$ cat config.mk
export PLATFORM = sky130hd
export DESIGN_NAME = two_button_browse_power_controller
export DESIGN_NICKNAME = d
export VERILOG_FILES = /design/src/hdl/tbbp_pkg.sv /design/src/hdl/tbbp_csr.sv /design/src/hdl/tbbp_step.sv /design/src/hdl/two_button_browse_power_controller.sv
export SDC_FILE = /design/constraint.sdc
export NUM_CORES = 1
export LEC_CHECK = 0
export BUFFER_PORTS_ARGS = -buffer_cell sky130_fd_sc_hd__buf_2
export CAP_MARGIN = 20
export CORE_MARGIN = 1.5
export CORE_UTILIZATION = 39
export DETAILED_ROUTE_END_ITERATION = 10
export GPL_TIMING_DRIVEN = 0
export HOLD_SLACK_MARGIN = 0.1
export PLACE_DENSITY = 0.64
export SYNTH_ARGS = -nofsm -noshare
export SYNTH_HDL_FRONTEND = slang
export SYNTH_SLANG_ARGS = --single-unit
$ cat constraint.sdc
create_clock -name clock -period 15.9 [get_ports clock]
set_input_delay 2.385 -clock clock [delete_from_list [all_inputs] [get_ports clock]]
set_output_delay 2.385 -clock clock [all_outputs]
set_load 0.05 [all_outputs]
$ cat src/hdl/tbbp_pkg.sv
// Shared types and constants for the two-button browse and power controller.
// Used by tbbp_csr, tbbp_step and the top level; depends on nothing.
`default_nettype none

package tbbp_pkg;

   // register indexes on the configuration port
   localparam logic [1:0] CSR_RECEIVE_HOLD = 2'd0;
   localparam logic [1:0] CSR_BOTH_STABLE  = 2'd1;
   localparam logic [1:0] CSR_SHUTDOWN     = 2'd2;
   localparam logic [1:0] CSR_DEBOUNCE     = 2'd3;

   localparam logic [15:0] RECEIVE_HOLD_RESET = 16'd200;
   localparam logic [7:0]  BOTH_STABLE_RESET  = 8'd10;
   localparam logic [15:0] SHUTDOWN_RESET     = 16'd500;
   localparam logic [7:0]  DEBOUNCE_RESET     = 8'd25;

   // pending browse mask bits
   localparam logic [1:0] MASK_NEXT = 2'b01;
   localparam logic [1:0] MASK_PREV = 2'b10;

   localparam int REQ_WIDTH = 48;
   localparam int RSP_WIDTH = 16;

   typedef struct packed {
      logic [15:0] rx_hold_limit;
      logic [7:0]  both_stable_ticks;
      logic [15:0] shutdown_ticks;
      logic [7:0]  debounce_ms;
   } cfg_type;

   typedef struct packed {
      logic        next_pressed;
      logic        prev_pressed;
      logic [31:0] now_ms;
      logic [7:0]  pattern_count;
      logic        frame_done;
   } item_type;

   typedef struct packed {
      logic [15:0] hold_count;
      logic        hold_latched;
      logic        receive_mode;
      logic [1:0]  pending_mask;
      logic [31:0] debounce_deadline;
      logic [7:0]  selected_index;
      logic [7:0]  both_stable_count;
      logic [15:0] shutdown_count;
   } state_type;

   typedef struct packed {
      logic       receive_on;
      logic       receive_begin;
      logic       receive_end;
      logic       show_pattern;
      logic [7:0] pattern_index;
      logic       show_empty;
      logic       shutdown_request;
   } result_type;

endpackage

`default_nettype wire

$ cat src/hdl/tbbp_csr.sv
// Configuration register file for the browse and power controller.
// Depends on tbbp_pkg for the register indexes, reset values and cfg_type.
`default_nettype none

module tbbp_csr (
   input  wire logic             clock,
   input  wire logic             reset,
   input  wire logic             write_en,
   input  wire logic [1:0]       write_index,
   input  wire logic [15:0]      write_data,
   output tbbp_pkg::cfg_type     cfg
);

   tbbp_pkg::cfg_type cfg_ff;
   tbbp_pkg::cfg_type cfg_in;

   always_comb begin
      cfg_in = cfg_ff;
      if (write_en) begin
         unique case (write_index)
            tbbp_pkg::CSR_RECEIVE_HOLD: cfg_in.rx_hold_limit     = write_data;
            tbbp_pkg::CSR_BOTH_STABLE:  cfg_in.both_stable_ticks = write_data[7:0];
            tbbp_pkg::CSR_SHUTDOWN:     cfg_in.shutdown_ticks    = write_data;
            tbbp_pkg::CSR_DEBOUNCE:     cfg_in.debounce_ms       = write_data[7:0];
            default:                    cfg_in = cfg_ff;
         endcase
      end
   end

   always_ff @(posedge clock) begin
      if (reset) begin
         cfg_ff.rx_hold_limit     <= tbbp_pkg::RECEIVE_HOLD_RESET;
         cfg_ff.both_stable_ticks <= tbbp_pkg::BOTH_STABLE_RESET;
         cfg_ff.shutdown_ticks    <= tbbp_pkg::SHUTDOWN_RESET;
         cfg_ff.debounce_ms       <= tbbp_pkg::DEBOUNCE_RESET;
      end else begin
         cfg_ff <= cfg_in;
      end
   end

   assign cfg = cfg_ff;

endmodule

`default_nettype wire

$ cat src/hdl/tbbp_step.sv
// Per-tick next-state and result logic of the browse and power controller.
// Purely combinational; depends on tbbp_pkg for the item, state and result types.
`default_nettype none

module tbbp_step (
   input  wire tbbp_pkg::cfg_type    cfg,
   input  wire tbbp_pkg::item_type   item,
   input  wire tbbp_pkg::state_type  cur,
   output tbbp_pkg::state_type       nxt,
   output tbbp_pkg::result_type      res
);

   logic [31:0] deadline_new;
   logic [31:0] since_deadline;
   logic [7:0]  index_up;

   assign deadline_new = item.now_ms + {24'd0, cfg.debounce_ms};
   assign index_up     = cur.selected_index + 8'd1;

   always_comb begin
      nxt            = cur;
      res            = '0;
      since_deadline = '0;

      // long hold of the previous button toggles receive mode once per hold
      if (item.prev_pressed) begin
         if (cur.hold_count < cfg.rx_hold_limit) begin
            nxt.hold_count = cur.hold_count + 16'd1;
         end else if (!cur.hold_latched) begin
            nxt.receive_mode      = !cur.receive_mode;
            res.receive_begin     = !cur.receive_mode;
            res.receive_end       = cur.receive_mode;
            nxt.hold_latched      = 1'b1;
            nxt.pending_mask      = '0;
            nxt.debounce_deadline = deadline_new;
         end
      end else begin
         nxt.hold_count   = '0;
         nxt.hold_latched = 1'b0;
      end

      // browse outside the debounce window, acted on at release
      since_deadline = item.now_ms - nxt.debounce_deadline;
      if (!since_deadline[31]) begin
         if (item.next_pressed) nxt.pending_mask = nxt.pending_mask | tbbp_pkg::MASK_NEXT;
         if (item.prev_pressed) nxt.pending_mask = nxt.pending_mask | tbbp_pkg::MASK_PREV;
         if (!item.next_pressed && !item.prev_pressed) begin
            if (nxt.pending_mask == tbbp_pkg::MASK_NEXT ||
                nxt.pending_mask == tbbp_pkg::MASK_PREV) begin
               if (item.pattern_count == 8'd0) begin
                  nxt.selected_index = '0;
                  res.show_empty     = 1'b1;
               end else begin
                  if (nxt.pending_mask == tbbp_pkg::MASK_NEXT) begin
                     // wrap when the stepped index reaches the count (index 255 wraps too)
                     nxt.selected_index = (cur.selected_index == 8'hFF ||
                                           index_up >= item.pattern_count) ? 8'd0 : index_up;
                  end else if (cur.selected_index == 8'd0) begin
                     nxt.selected_index = item.pattern_count - 8'd1;
                  end else begin
                     nxt.selected_index = cur.selected_index - 8'd1;
                  end
                  res.show_pattern = 1'b1;
               end
               nxt.debounce_deadline = deadline_new;
            end
            nxt.pending_mask = '0;
         end
      end

      // completed frame ends receive mode
      if (nxt.receive_mode && item.frame_done) begin
         nxt.receive_mode   = 1'b0;
         nxt.selected_index = '0;
         res.receive_end    = 1'b1;
      end

      // both-button shutdown hold
      if (item.next_pressed && item.prev_pressed) begin
         if (cur.both_stable_count < cfg.both_stable_ticks) begin
            nxt.both_stable_count = cur.both_stable_count + 8'd1;
         end else if (cur.shutdown_count < cfg.shutdown_ticks) begin
            nxt.shutdown_count = cur.shutdown_count + 16'd1;
         end else begin
            res.shutdown_request  = 1'b1;
            nxt.shutdown_count    = '0;
            nxt.both_stable_count = '0;
         end
      end else begin
         nxt.both_stable_count = '0;
         nxt.shutdown_count    = '0;
      end

      res.receive_on    = nxt.receive_mode;
      res.pattern_index = nxt.selected_index;
   end

endmodule

`default_nettype wire

$ cat src/hdl/two_button_browse_power_controller.sv
// Top level of the two-button browse and power controller: request register,
// controller state, per-tick logic (tbbp_step), config registers (tbbp_csr), response register.
// Depends on tbbp_pkg, tbbp_csr and tbbp_step.
//
//   channel | direction | handshake              | payload
//   --------+-----------+------------------------+----------------------------------------
//   req     | in        | req_tvalid/req_tready  | req_tdata[47:0], one poll tick
//   rsp     | out       | rsp_tvalid/rsp_tready  | rsp_tdata[15:0], one result per tick
//   csr     | in        | csr_valid/csr_ready    | csr_index[1:0], csr_data[15:0]
//
// Each request is held in the request register, and its response is registered in
// the response register; one request per cycle is sustained while rsp_tready is high.
// The per-tick logic between the two registers is one 32-bit add and compare path
// plus two 16-bit counters and one 8-bit counter. Reset clears all controller state
// and loads the register defaults. When rsp_tready is low and the response register is full,
// the response holds, the request register holds its item and only then does req_tready drop.
// The configuration port is always ready.
`default_nettype none

module two_button_browse_power_controller (
   input  wire logic        clock,
   input  wire logic        reset,
   // request: [0] next_pressed, [1] prev_pressed, [33:2] now_ms,
   //          [41:34] pattern_count, [42] frame_done, [47:43] zero
   input  wire logic        req_tvalid,
   output      logic        req_tready,
   input  wire logic [tbbp_pkg::REQ_WIDTH-1:0] req_tdata,
   // response: [0] receive_on, [1] receive_begin, [2] receive_end, [3] show_pattern,
   //           [11:4] pattern_index, [12] show_empty, [13] shutdown_request, [15:14] zero
   output      logic        rsp_tvalid,
   input  wire logic        rsp_tready,
   output      logic [tbbp_pkg::RSP_WIDTH-1:0] rsp_tdata,
   // configuration write
   input  wire logic        csr_valid,
   output      logic        csr_ready,
   input  wire logic [1:0]  csr_index,
   input  wire logic [15:0] csr_data
);

   tbbp_pkg::cfg_type    cfg;
   tbbp_pkg::item_type   item_ff;
   tbbp_pkg::item_type   item_in;
   tbbp_pkg::state_type  state_ff;
   tbbp_pkg::state_type  state_in;
   tbbp_pkg::result_type result_in;
   tbbp_pkg::result_type result_ff;
   logic                 item_valid_ff;
   logic                 rsp_valid_ff;
   logic                 advance;
   logic                 req_take;

   assign csr_ready = 1'b1;

   tbbp_csr u_csr (
      .clock       (clock),
      .reset       (reset),
      .write_en    (csr_valid),
      .write_index (csr_index),
      .write_data  (csr_data),
      .cfg         (cfg)
   );

   // unpack the request
   always_comb begin
      item_in.next_pressed  = req_tdata[0];
      item_in.prev_pressed  = req_tdata[1];
      item_in.now_ms        = req_tdata[33:2];
      item_in.pattern_count = req_tdata[41:34];
      item_in.frame_done    = req_tdata[42];
   end

   // advance the held item when the response register is free or being drained
   assign advance    = item_valid_ff && (!rsp_valid_ff || rsp_tready);
   assign req_tready = !item_valid_ff || advance;
   assign req_take   = req_tvalid && req_tready;

   tbbp_step u_step (
      .cfg  (cfg),
      .item (item_ff),
      .cur  (state_ff),
      .nxt  (state_in),
      .res  (result_in)
   );

   always_ff @(posedge clock) begin
      if (reset) begin
         item_valid_ff <= 1'b0;
         rsp_valid_ff  <= 1'b0;
         state_ff      <= '0;
      end else begin
         if (req_take) begin
            item_valid_ff <= 1'b1;
         end else if (advance) begin
            item_valid_ff <= 1'b0;
         end
         if (advance) begin
            rsp_valid_ff <= 1'b1;
            state_ff     <= state_in;
         end else if (rsp_tready) begin
            rsp_valid_ff <= 1'b0;
         end
      end
   end

   // payload registers, no reset
   always_ff @(posedge clock) begin
      if (req_take) begin
         item_ff <= item_in;
      end
      if (advance) begin
         result_ff <= result_in;
      end
   end

   assign rsp_tvalid = rsp_valid_ff;
   assign rsp_tdata  = {2'b00,
                        result_ff.shutdown_request,
                        result_ff.show_empty,
                        result_ff.pattern_index,
                        result_ff.show_pattern,
                        result_ff.receive_end,
                        result_ff.receive_begin,
                        result_ff.receive_on};

endmodule

`default_nettype wire
==> flow_summary.toml, run 1 <==
[drt]
drc = 0
drtPass1Iterations = 5
wl_mm = 25.01
drt_iter0_markers = 464
viasPerCell = 5.264
num_vias = 8660
wl_per_cell_um = 15.20
antenna_left = 0

[timing]
setup_tns_ns = 0
worst_pin_slew_ns = 0.9851
skew_ns = 0.01356
hold_viol = 0
fin_crit_ns = 6.678
setup_viol = 0
fin_crit_sh_pct = 42.00
rsz0062_at_grt = "no"
max_freq_ghz = 0.1497
slew_headroom_pct = 32.63
drv_slew = 0

[logic_synthesis]
synth.avg_cell_area_um2 = 8.982
ys_types = 70
synth_seq_cells = 191
async_reset_ff_share_pct = 0
syn-cell-area_um2 = 10670
synth-seq-area-share_pct = 41.18
syn_inst = 1188
synth-edff-count = 57
ys.flop_type = "dfxtp_1"
yosysWarningCount = 0

[global_route]
grt_pass1_vias = 8254
grt_pass1_wl_mm = 41.55
grt-ovfl-total = 0
grt_usage_pct = 18.26
grt_max_degree = 30
antenna_found_initial = 0

[cts]
cts_resized = 0
clock_path_buffers = 2
clk_pin_slew_worst_paths_ns = 0.07
cts.sinks = 191
hold_buffers = 0
cts_setup_buffers = 0
insertion_delay_ns = 0.44
cts_htree_levels = 4
cts_tree = "yes"
cts_root_buffer = "clkbuf_16"
cts_buffers = 17

[setup_path]
critPathLaunch = "state_ff[79]"
end_kind = "flop"
path_delay_family = "compound AO/OA/AOI/OAI gates"
cp.arrival_ns = 6.85
max_stage_delay_ns = 0.88
critPathSlowestCell = "a2111oi_0"
critPathLaunchType = "flop"
path_class = "flop to flop"
r2r_start = "state_ff[79]"
crit_buf_inv = 3
path_cells = "ha_1 -> a21oi_1 -> o21ai_0 -> a211oi_1 -> a311o_1 -> clkbuf_1 -> buf_1 -> mux2i_1 -> ha_1 -> a211oi_1 -> o21bai_1 -> a2111oi_0 -> nand3_1 -> o221a_2 -> or2_2 -> mux2i_4 -> buf_6 -> mux2i_1 -> nor2_1"
cp.required_ns = 16.07
crit_path_max_fanout = 10

[die]
ios = 90
die_area_um2 = 28360
row_count = 60
chipHeight_um = 168.4
fp.dieW_um = 168.4
start_util_pct = 39.70
core_area_um2 = 26880

[placed_design]
detailedPlacementHpwl_mm = 18.94
place_inst = 1612
io_buffers = 80
gp_congestion = 0.9046

[cells_and_area]
fin_cells = 1645
diodes = 0
final_nets = 1454
nFillCells = 2602
final_util_pct = 44.99
area_growth_pct = 13.32
drive_above_1_share_pct = 10.81

[hold_path]
min-delay-start = "u_csr.cfg[11]"
worstHoldPathType = "flop to flop"

[power_and_ir_drop]
p_leak_uw = 0.005003
max-vdd-ir-drop_mv = 0.05581
power_density_nw_per_um2 = 87.36

[run_status]
status = "finished, final reports clean"

[job]
drv_cap = 0
-- registers in the layout, summed over array words and instances, names as in the netlist, named ones only --
name	cells
state_ff	83
u_csr.cfg	48
item_ff	43
rsp_tdata	14
item_valid_ff	1
rsp_tvalid	1
-- report_power, final --
part	internal (µW)	switching (µW)
sequential	517	10.9
combinational	44.0	72.2
clock	218	194
total	779	277
-- cell families after synthesis --
group	after synthesis	share of synthesized area, %
compound gates	221	13.32
xor+xnor	66	5.417
fa+ha+maj	92	10.86
buf+inv	118	4.491
flops	191	41.18
mux	46	4.444
other cells	2	0.07038
simple gates	452	20.22
-- placed cells by master (no fill, tap or decap), types with 7 or more instances in the layout --
master and count:
nand2_1 142, dfxtp_1 134, nor2_1 129, a21oi_1 99
ha_1 91, buf_2 83, inv_1 66, edfxtp_1 57
mux2i_1 44, nand3_1 43, clkbuf_1 42, xor2_1 35
xnor2_1 31, o21ai_0 22, nand4_1 22, nor3_1 20
nand3b_1 19, clkbuf_16 17, nand2b_1 16, o31ai_1 14
and3_1 12, a211o_1 10, a31oi_1 9, a21o_1 9
or2_2 8, and4_1 7, a211oi_1 7, or3_1 7
-- layer usage --
metal / wire (µm) / GRT usage [%] / share of wire [%] / vias up
met5: 0 / 0 / 0 / -
met4: 383 / 5.590 / 1.5 / 0
met3: 956 / 2.962 / 3.8 / 29
met2: 11870 / 31.21 / 47 / 172
met1: 11800 / 23.65 / 47 / 4049
li1: - / - / - / 4410
-- tightest hold or removal path, cell delays in order, from the launching register on --
cell     delay [ns]
dfxtp_1        0.31
nand2_1        0.05
a21oi_1        0.05
-- per-stage QoR --
stage               hold WS (ns)  area (µm²)  setup WS [ns]  total power, µW
floorplan                 0.4363       10670          10.45            616.5
global placement          0.4444       11500          9.241            652.0
detailed placement        0.4482       11530          9.223            654.8
CTS                       0.4576       12090          9.204             1066
global route              0.4793       12090          8.778             1099
finish                    0.4572       12090          9.222             1056
-- cell usage after synthesis, types with 9 or more instances --
| cell | instances | share of area (%) |
|---|---|---|
| a211o_1 | 10 | 0.82 |
| a21o_1 | 9 | 0.63 |
| a21oi_1 | 99 | 4.6 |
| a31oi_1 | 9 | 0.53 |
| and3_1 | 12 | 0.70 |
| clkbuf_1 | 40 | 1.4 |
| dfxtp_1 | 134 | 25 |
| edfxtp_1 | 57 | 16 |
| ha_1 | 91 | 11 |
| inv_1 | 66 | 2.3 |
| mux2i_1 | 44 | 4.1 |
| nand2_1 | 142 | 5.0 |
| nand2b_1 | 16 | 0.94 |
| nand3_1 | 43 | 2.0 |
| nand3b_1 | 19 | 1.3 |
| nand4_1 | 22 | 1.3 |
| nor2_1 | 129 | 4.5 |
| nor3_1 | 20 | 0.94 |
| o21ai_0 | 22 | 1.0 |
| o31ai_1 | 14 | 0.98 |
| xnor2_1 | 31 | 2.5 |
| xor2_1 | 35 | 2.9 |
-- path summary, 6_finish.rpt --
| check | slack (ns) | end | cells after the start |
|---|---|---|---|
| worst min-delay path | 0.46 | u_csr.cfg[11] | 2 |
| worst min register to register | 0.46 | u_csr.cfg[11] | 2 |
| worst max-delay path | 9.22 | rsp_tdata[6] | 19 |
| worst max register to register | 9.22 | rsp_tdata[6] | 19 |
-- final cells by class --
cell class / instances / area (µm²) / area share (%)
Buffer: 51 / 227.7 / 1.883
Clock inverter: 9 / 75.07 / 0.6209
Multi-Input combinational cell: 880 / 5802 / 47.98
Clock buffer: 23 / 481.7 / 3.984
Sequential cell: 191 / 4394 / 36.34
Inverter: 67 / 251.5 / 2.080
Timing Repair Buffer: 83 / 432.9 / 3.580
Tap cell: 341 / 426.7 / 3.529
No activity file was read; power rests on OpenSTA's default activity.
==> inputs of run 2 (changes only) <==
clock period = 6.35 ns   (was 15.9 ns; I/O delays follow)
==> run 2 against run 1 <==
  * Sequential power up 150%
  * Final cell count up 0.30%
  * Hold slack worse by 0.00063 ns
  * Routed wire length up 0.91%
  * Clock skew up 0.00062 ns
  * Non-clock buffer count up 5
  * Power rose to 2.5 times the previous value
  * Design area up 0.59%
  * Combinational power rose to 2.6 times the previous value
  * Clock power rose to 2.5 times the previous value
  * Sequential share of layout area down 0.21 points
  * Largest power group unchanged
==> flow_summary.toml, run 2 (synthesized netlist as in run 1, its figures left out) <==
[run_status]
status = "finished, final reports clean"

[cts]
cts_root_buffer = "clkbuf_16"
cts.sinks = 191
insertion_delay_ns = 0.44
cts_htree_levels = 4
cts_tree = "yes"
cts_buffers = 17
clk_pin_slew_worst_paths_ns = 0.07
clock_path_buffers = 2

[global_route]
grt_usage_pct = 18.29
antenna_found_initial = 0
grt-ovfl-total = 0
grt_pass1_wl_mm = 41.62
grt_max_degree = 30
grt_pass1_vias = 8255

[setup_path]
crit_path_max_fanout = 10
critPathLaunch = "u_csr.cfg[47]"
cp.arrival_ns = 6.29
cp.required_ns = 6.53
path_class = "flop to flop"
r2r_start = "u_csr.cfg[47]"
critPathLaunchType = "flop"
end_kind = "flop"

[power_and_ir_drop]
power_density_nw_per_um2 = 217.9
power_uw = 2651
max-vdd-ir-drop_mv = 0.1406
p_leak_uw = 0.005047

[drt]
drtPass1Iterations = 5
drc = 0
viasPerCell = 5.294
wl_per_cell_um = 15.29
wl_mm = 25.24
num_vias = 8735
drt_iter0_markers = 464
antenna_left = 0

[timing]
hold_viol = 0
setup_tns_ns = 0
skew_ns = 0.01417
drv_slew = 0
setup_viol = 0
max_freq_ghz = 0.1636
slew_headroom_pct = 46.28
rsz0062_at_grt = "no"
hold_slack_ns = 0.4566
fin_crit_sh_pct = 96.28
worst_pin_slew_ns = 0.7855
fin_crit_ns = 6.113

[die]
fp.dieW_um = 168.4
start_util_pct = 39.70
ios = 90
core_area_um2 = 26880
die_area_um2 = 28360
row_count = 60
chipHeight_um = 168.4

[cells_and_area]
diodes = 0
most-common-layout-cells = "nand2_1 (142), dfxtp_1 (134), nor2_1 (129)"
seqCellArea_um2 = 4394
multi_input_area_um2 = 5822
drive_above_1_share_pct = 11.61
area_growth_pct = 13.99
final_nets = 1459
nFillCells = 2597
mostFrequentLayoutCell = "nand2_1"
fin_cells = 1650
fin_area_um2 = 12160
largest_reg_flops = 83
regMostFlops = "state_ff"

[job]
drv_cap = 0

[placed_design]
post_dp_cell_area_um2 = 11530
gp_congestion = 0.9046
detailedPlacementHpwl_mm = 18.94
place_inst = 1612
io_buffers = 80

[hold_path]
min-delay-start = "u_csr.cfg[11]"
worstHoldPathType = "flop to flop"
[run 2: final timing paths]
check | depth (start not counted) | to | slack (ns)
min reg2reg | 2 | u_csr.cfg[11] | 0.46
max | 20 | rsp_tdata[8] | 0.24
max reg2reg | 20 | rsp_tdata[8] | 0.24
min | 2 | u_csr.cfg[11] | 0.46
[run 2: per-stage QoR]
stage          util [%]  setup WS [ns]
6_report          45.26         0.2365
5_1_grt           45.26      0.0003633
4_1_cts           45.00        0.01996
3_5_place_dp      42.90        -0.3275
3_3_place_gp      42.79        -0.3095
2_1_floorplan         -         0.8982
[run 2: what timing repair did]
| item | 4_1_cts | 5_1_grt |
|---|---|---|
| pin swaps | 0 | 2 |
| setup buffers | 0 | 5 |
| hold buffers | 0 | 0 |
| setup endpoints to repair | 52 | 50 |
| resized for setup | 7 | 14 |
[run 2: per-layer routing]
layer  global-route usage (%)  wire [µm]  vias up
met1                    23.72      11620     4091
met2                    31.21      12060      192
met3                    2.962       1157       28
met5                        0          0        -
li1                         -          -     4424
met4                    5.590        401        0
[run 2: layout make-up]
cell class                      count  area share (%)
Clock buffer                       23           3.961
Buffer                             51           1.985
Multi-Input combinational cell    880           47.87
Sequential cell                   191           36.13
Timing Repair Buffer               88           3.868
Inverter                           67           2.068
Clock inverter                      9          0.6172
Tap cell                          341           3.508
[run 2: power breakdown]
| group | total (µW) | internal, µW | leakage, µW | switching (µW) |
|---|---|---|---|---|
| logic | 296 | 112 | 0.00313 | 183 |
| clock network | 1030 | 546 | 0.000275 | 487 |
| registers | 1320 | 1290 | 0.00164 | 27.4 |
[run 2: worst max-delay path, stage by stage, from the launching register on]
cell and delay (ns):
dfxtp_1 0.35, inv_1 0.05, ha_1 0.31, and4_1 0.23
nand2_1 0.09, or4_1 0.59, a311o_1 0.45, clkbuf_2 0.24
buf_4 0.25, mux2i_1 0.15, ha_1 0.30, nand3_1 0.12
or4_1 0.59, or3_1 0.47, nor4b_4 0.38, o221a_2 0.28
or2_2 0.17, mux2i_4 0.35, buf_4 0.17, a211oi_1 0.05
a32o_1 0.26
==> inputs of run 3 (changes only) <==
CORE_UTILIZATION = 45   (was 39)
PLACE_DENSITY = 0.71   (was 0.64)
SKIP_CTS_REPAIR_TIMING = 1   (was unset)
==> run 3 against run 2 <==
  * Sequential share of layout area about the same
  * Final cell count decreased by 1.5%
  * Non-clock buffer count decreased by 3
==> flow_summary.toml, run 3 (synthesized netlist as in run 1, its figures left out) <==
[run_status]
status = "finished, final reports clean"

[setup_path]
cp.arrival_ns = 6.19
reg2reg_slack_ns = 0.33
crit_path_end = "rsp_tdata[7]"
cp.required_ns = 6.52
reg2reg_to = "rsp_tdata[7]"
end_kind = "flop"
r2r_start = "u_csr.cfg[47]"
critPathLaunch = "u_csr.cfg[47]"
critPathLaunchType = "flop"
path_class = "flop to flop"
r2r.worst_path.cells = 20
crit_path_max_fanout = 10

[global_route]
grt_pass1_vias = 8281
antenna_found_initial = 0
grt_usage_pct = 21.05
grt_pass1_wl_mm = 40.96
grt_max_degree = 43
grt-ovfl-total = 0

[die]
die_area_um2 = 24640
core_area_um2 = 23400
start_util_pct = 45.59
ios = 90
row_count = 56
chipHeight_um = 157.0
fp.dieW_um = 157.0

[cts]
cts_buffers = 17
cts.sinks = 191
cts_tree = "yes"
insertion_delay_ns = 0.43
cts_root_buffer = "clkbuf_16"
clock_path_buffers = 2
clk_pin_slew_worst_paths_ns = 0.07
cts_htree_levels = 4

[placed_design]
io_buffers = 80
dpl_worst_slack_ns = -0.2740
detailedPlacementHpwl_mm = 18.37
gp_congestion = 0.8765

[timing]
worst_pin_slew_ns = 0.7605
setup_tns_ns = 0
setup_slack_ns = 0.3340
slew_headroom_pct = 47.99
setup_viol = 0
max_freq_ghz = 0.1662
skew_ns = 0.01009
fin_crit_sh_pct = 94.74
drv_slew = 0
rsz0062_at_grt = "no"
hold_viol = 0
fin_crit_ns = 6.016

[drt]
viasPerCell = 5.393
wl_mm = 24.72
drc = 0
antenna_left = 0
drt_iter0_markers = 499
num_vias = 8764
drtPass1Iterations = 7
wl_per_cell_um = 15.21

[cells_and_area]
area_growth_pct = 13.88
largest_reg_flops = 83
diodes = 0
drive_above_1_share_pct = 11.64
regMostFlops = "state_ff"
most-common-layout-cells = "nand2_1 (142), dfxtp_1 (134), nor2_1 (129)"
final_nets = 1456
mostFrequentLayoutCell = "nand2_1"

[hold_path]
whs_path_depth = 2
worstHoldPathType = "flop to flop"

[power_and_ir_drop]
power_uw = 2709
p_leak_uw = 0.005048
max-vdd-ir-drop_mv = 0.1507
power_density_nw_per_um2 = 222.9

[job]
drv_cap = 0
run 3: cell count changes in the layout (fill, tap and decap cells not counted), moves of 2 or more:
| cell | before | now |
|---|---|---|
| buf_4 | 10 | 6 |
| clkbuf_1 | 40 | 38 |
| clkbuf_16 | 17 | 20 |
| clkbuf_8 | 3 | 1 |
| clkinv_2 | 0 | 2 |
| inv_6 | 3 | 5 |
run 3: final cells by class:
class | instances | area [µm²]
repair buffers | 85 | 447.9
plain buffers | 51 | 239.0
fillers | 2232 | 11250
well taps | 319 | 399.1
clock inverters | 11 | 87.58
inverters | 67 | 251.5
multi-input cells | 880 | 5818
clock buffers | 21 | 514.2
flip-flops and latches | 191 | 4394
run 3: report_power, final:
part | internal, µW | leakage (µW) | total (µW) | switching (µW)
sequential | 1290 | 0.00164 | 1320 | 28.3
combinational | 112 | 0.00311 | 293 | 181
clock | 592 | 0.000299 | 1090 | 501
run 3: worst min path at each step:
stage                             start             to  slack, ns
after CTS                 u_csr.cfg[43]  u_csr.cfg[43]       0.46
after detailed placement  u_csr.cfg[43]  u_csr.cfg[43]       0.45
after floorplan           u_csr.cfg[11]  u_csr.cfg[11]       0.44
final                     u_csr.cfg[42]  u_csr.cfg[42]       0.46
after global placement    u_csr.cfg[20]  u_csr.cfg[20]       0.44
after global routing      u_csr.cfg[45]  u_csr.cfg[45]       0.48
run 3: worst max-delay path: stages, from the launching register on:
cell and delay, ns:
dfxtp_1 0.34, inv_1 0.06, ha_1 0.31, and4_1 0.23, nand2_1 0.08, or4_1 0.61, a311o_1 0.44, clkbuf_2 0.23
buf_2 0.29, mux2i_1 0.16, ha_1 0.31, nand3_1 0.11, or4_1 0.56, or3_1 0.45, nor4b_2 0.34, o221a_2 0.28
or2_2 0.17, mux2i_4 0.30, buf_6 0.19, mux2i_1 0.24, nor2_1 0.07
run 3: through the flow:
step                area, µm²  util [%]  hold WS, ns  std cells
detailed placement      11490     49.12       0.4504       1589
floorplan               10670         -       0.4363       1189
global route            12150     51.92       0.4796       1625
global placement        11470     49.03       0.4441       1588
CTS                     12100     51.69       0.4600       1621
finish                  12150     51.92       0.4580       1625
run 3: per-layer routing:
layer  share of wire, %  vias up  GRT usage, %  wire [µm]
met5                  0        -             0          0
met4                2.7        0         7.664        669
met3                4.1       43         3.387       1015
met2                 47      203         34.96      11630
met1                 46     4110         27.62      11400
li1                   -     4408             -          -
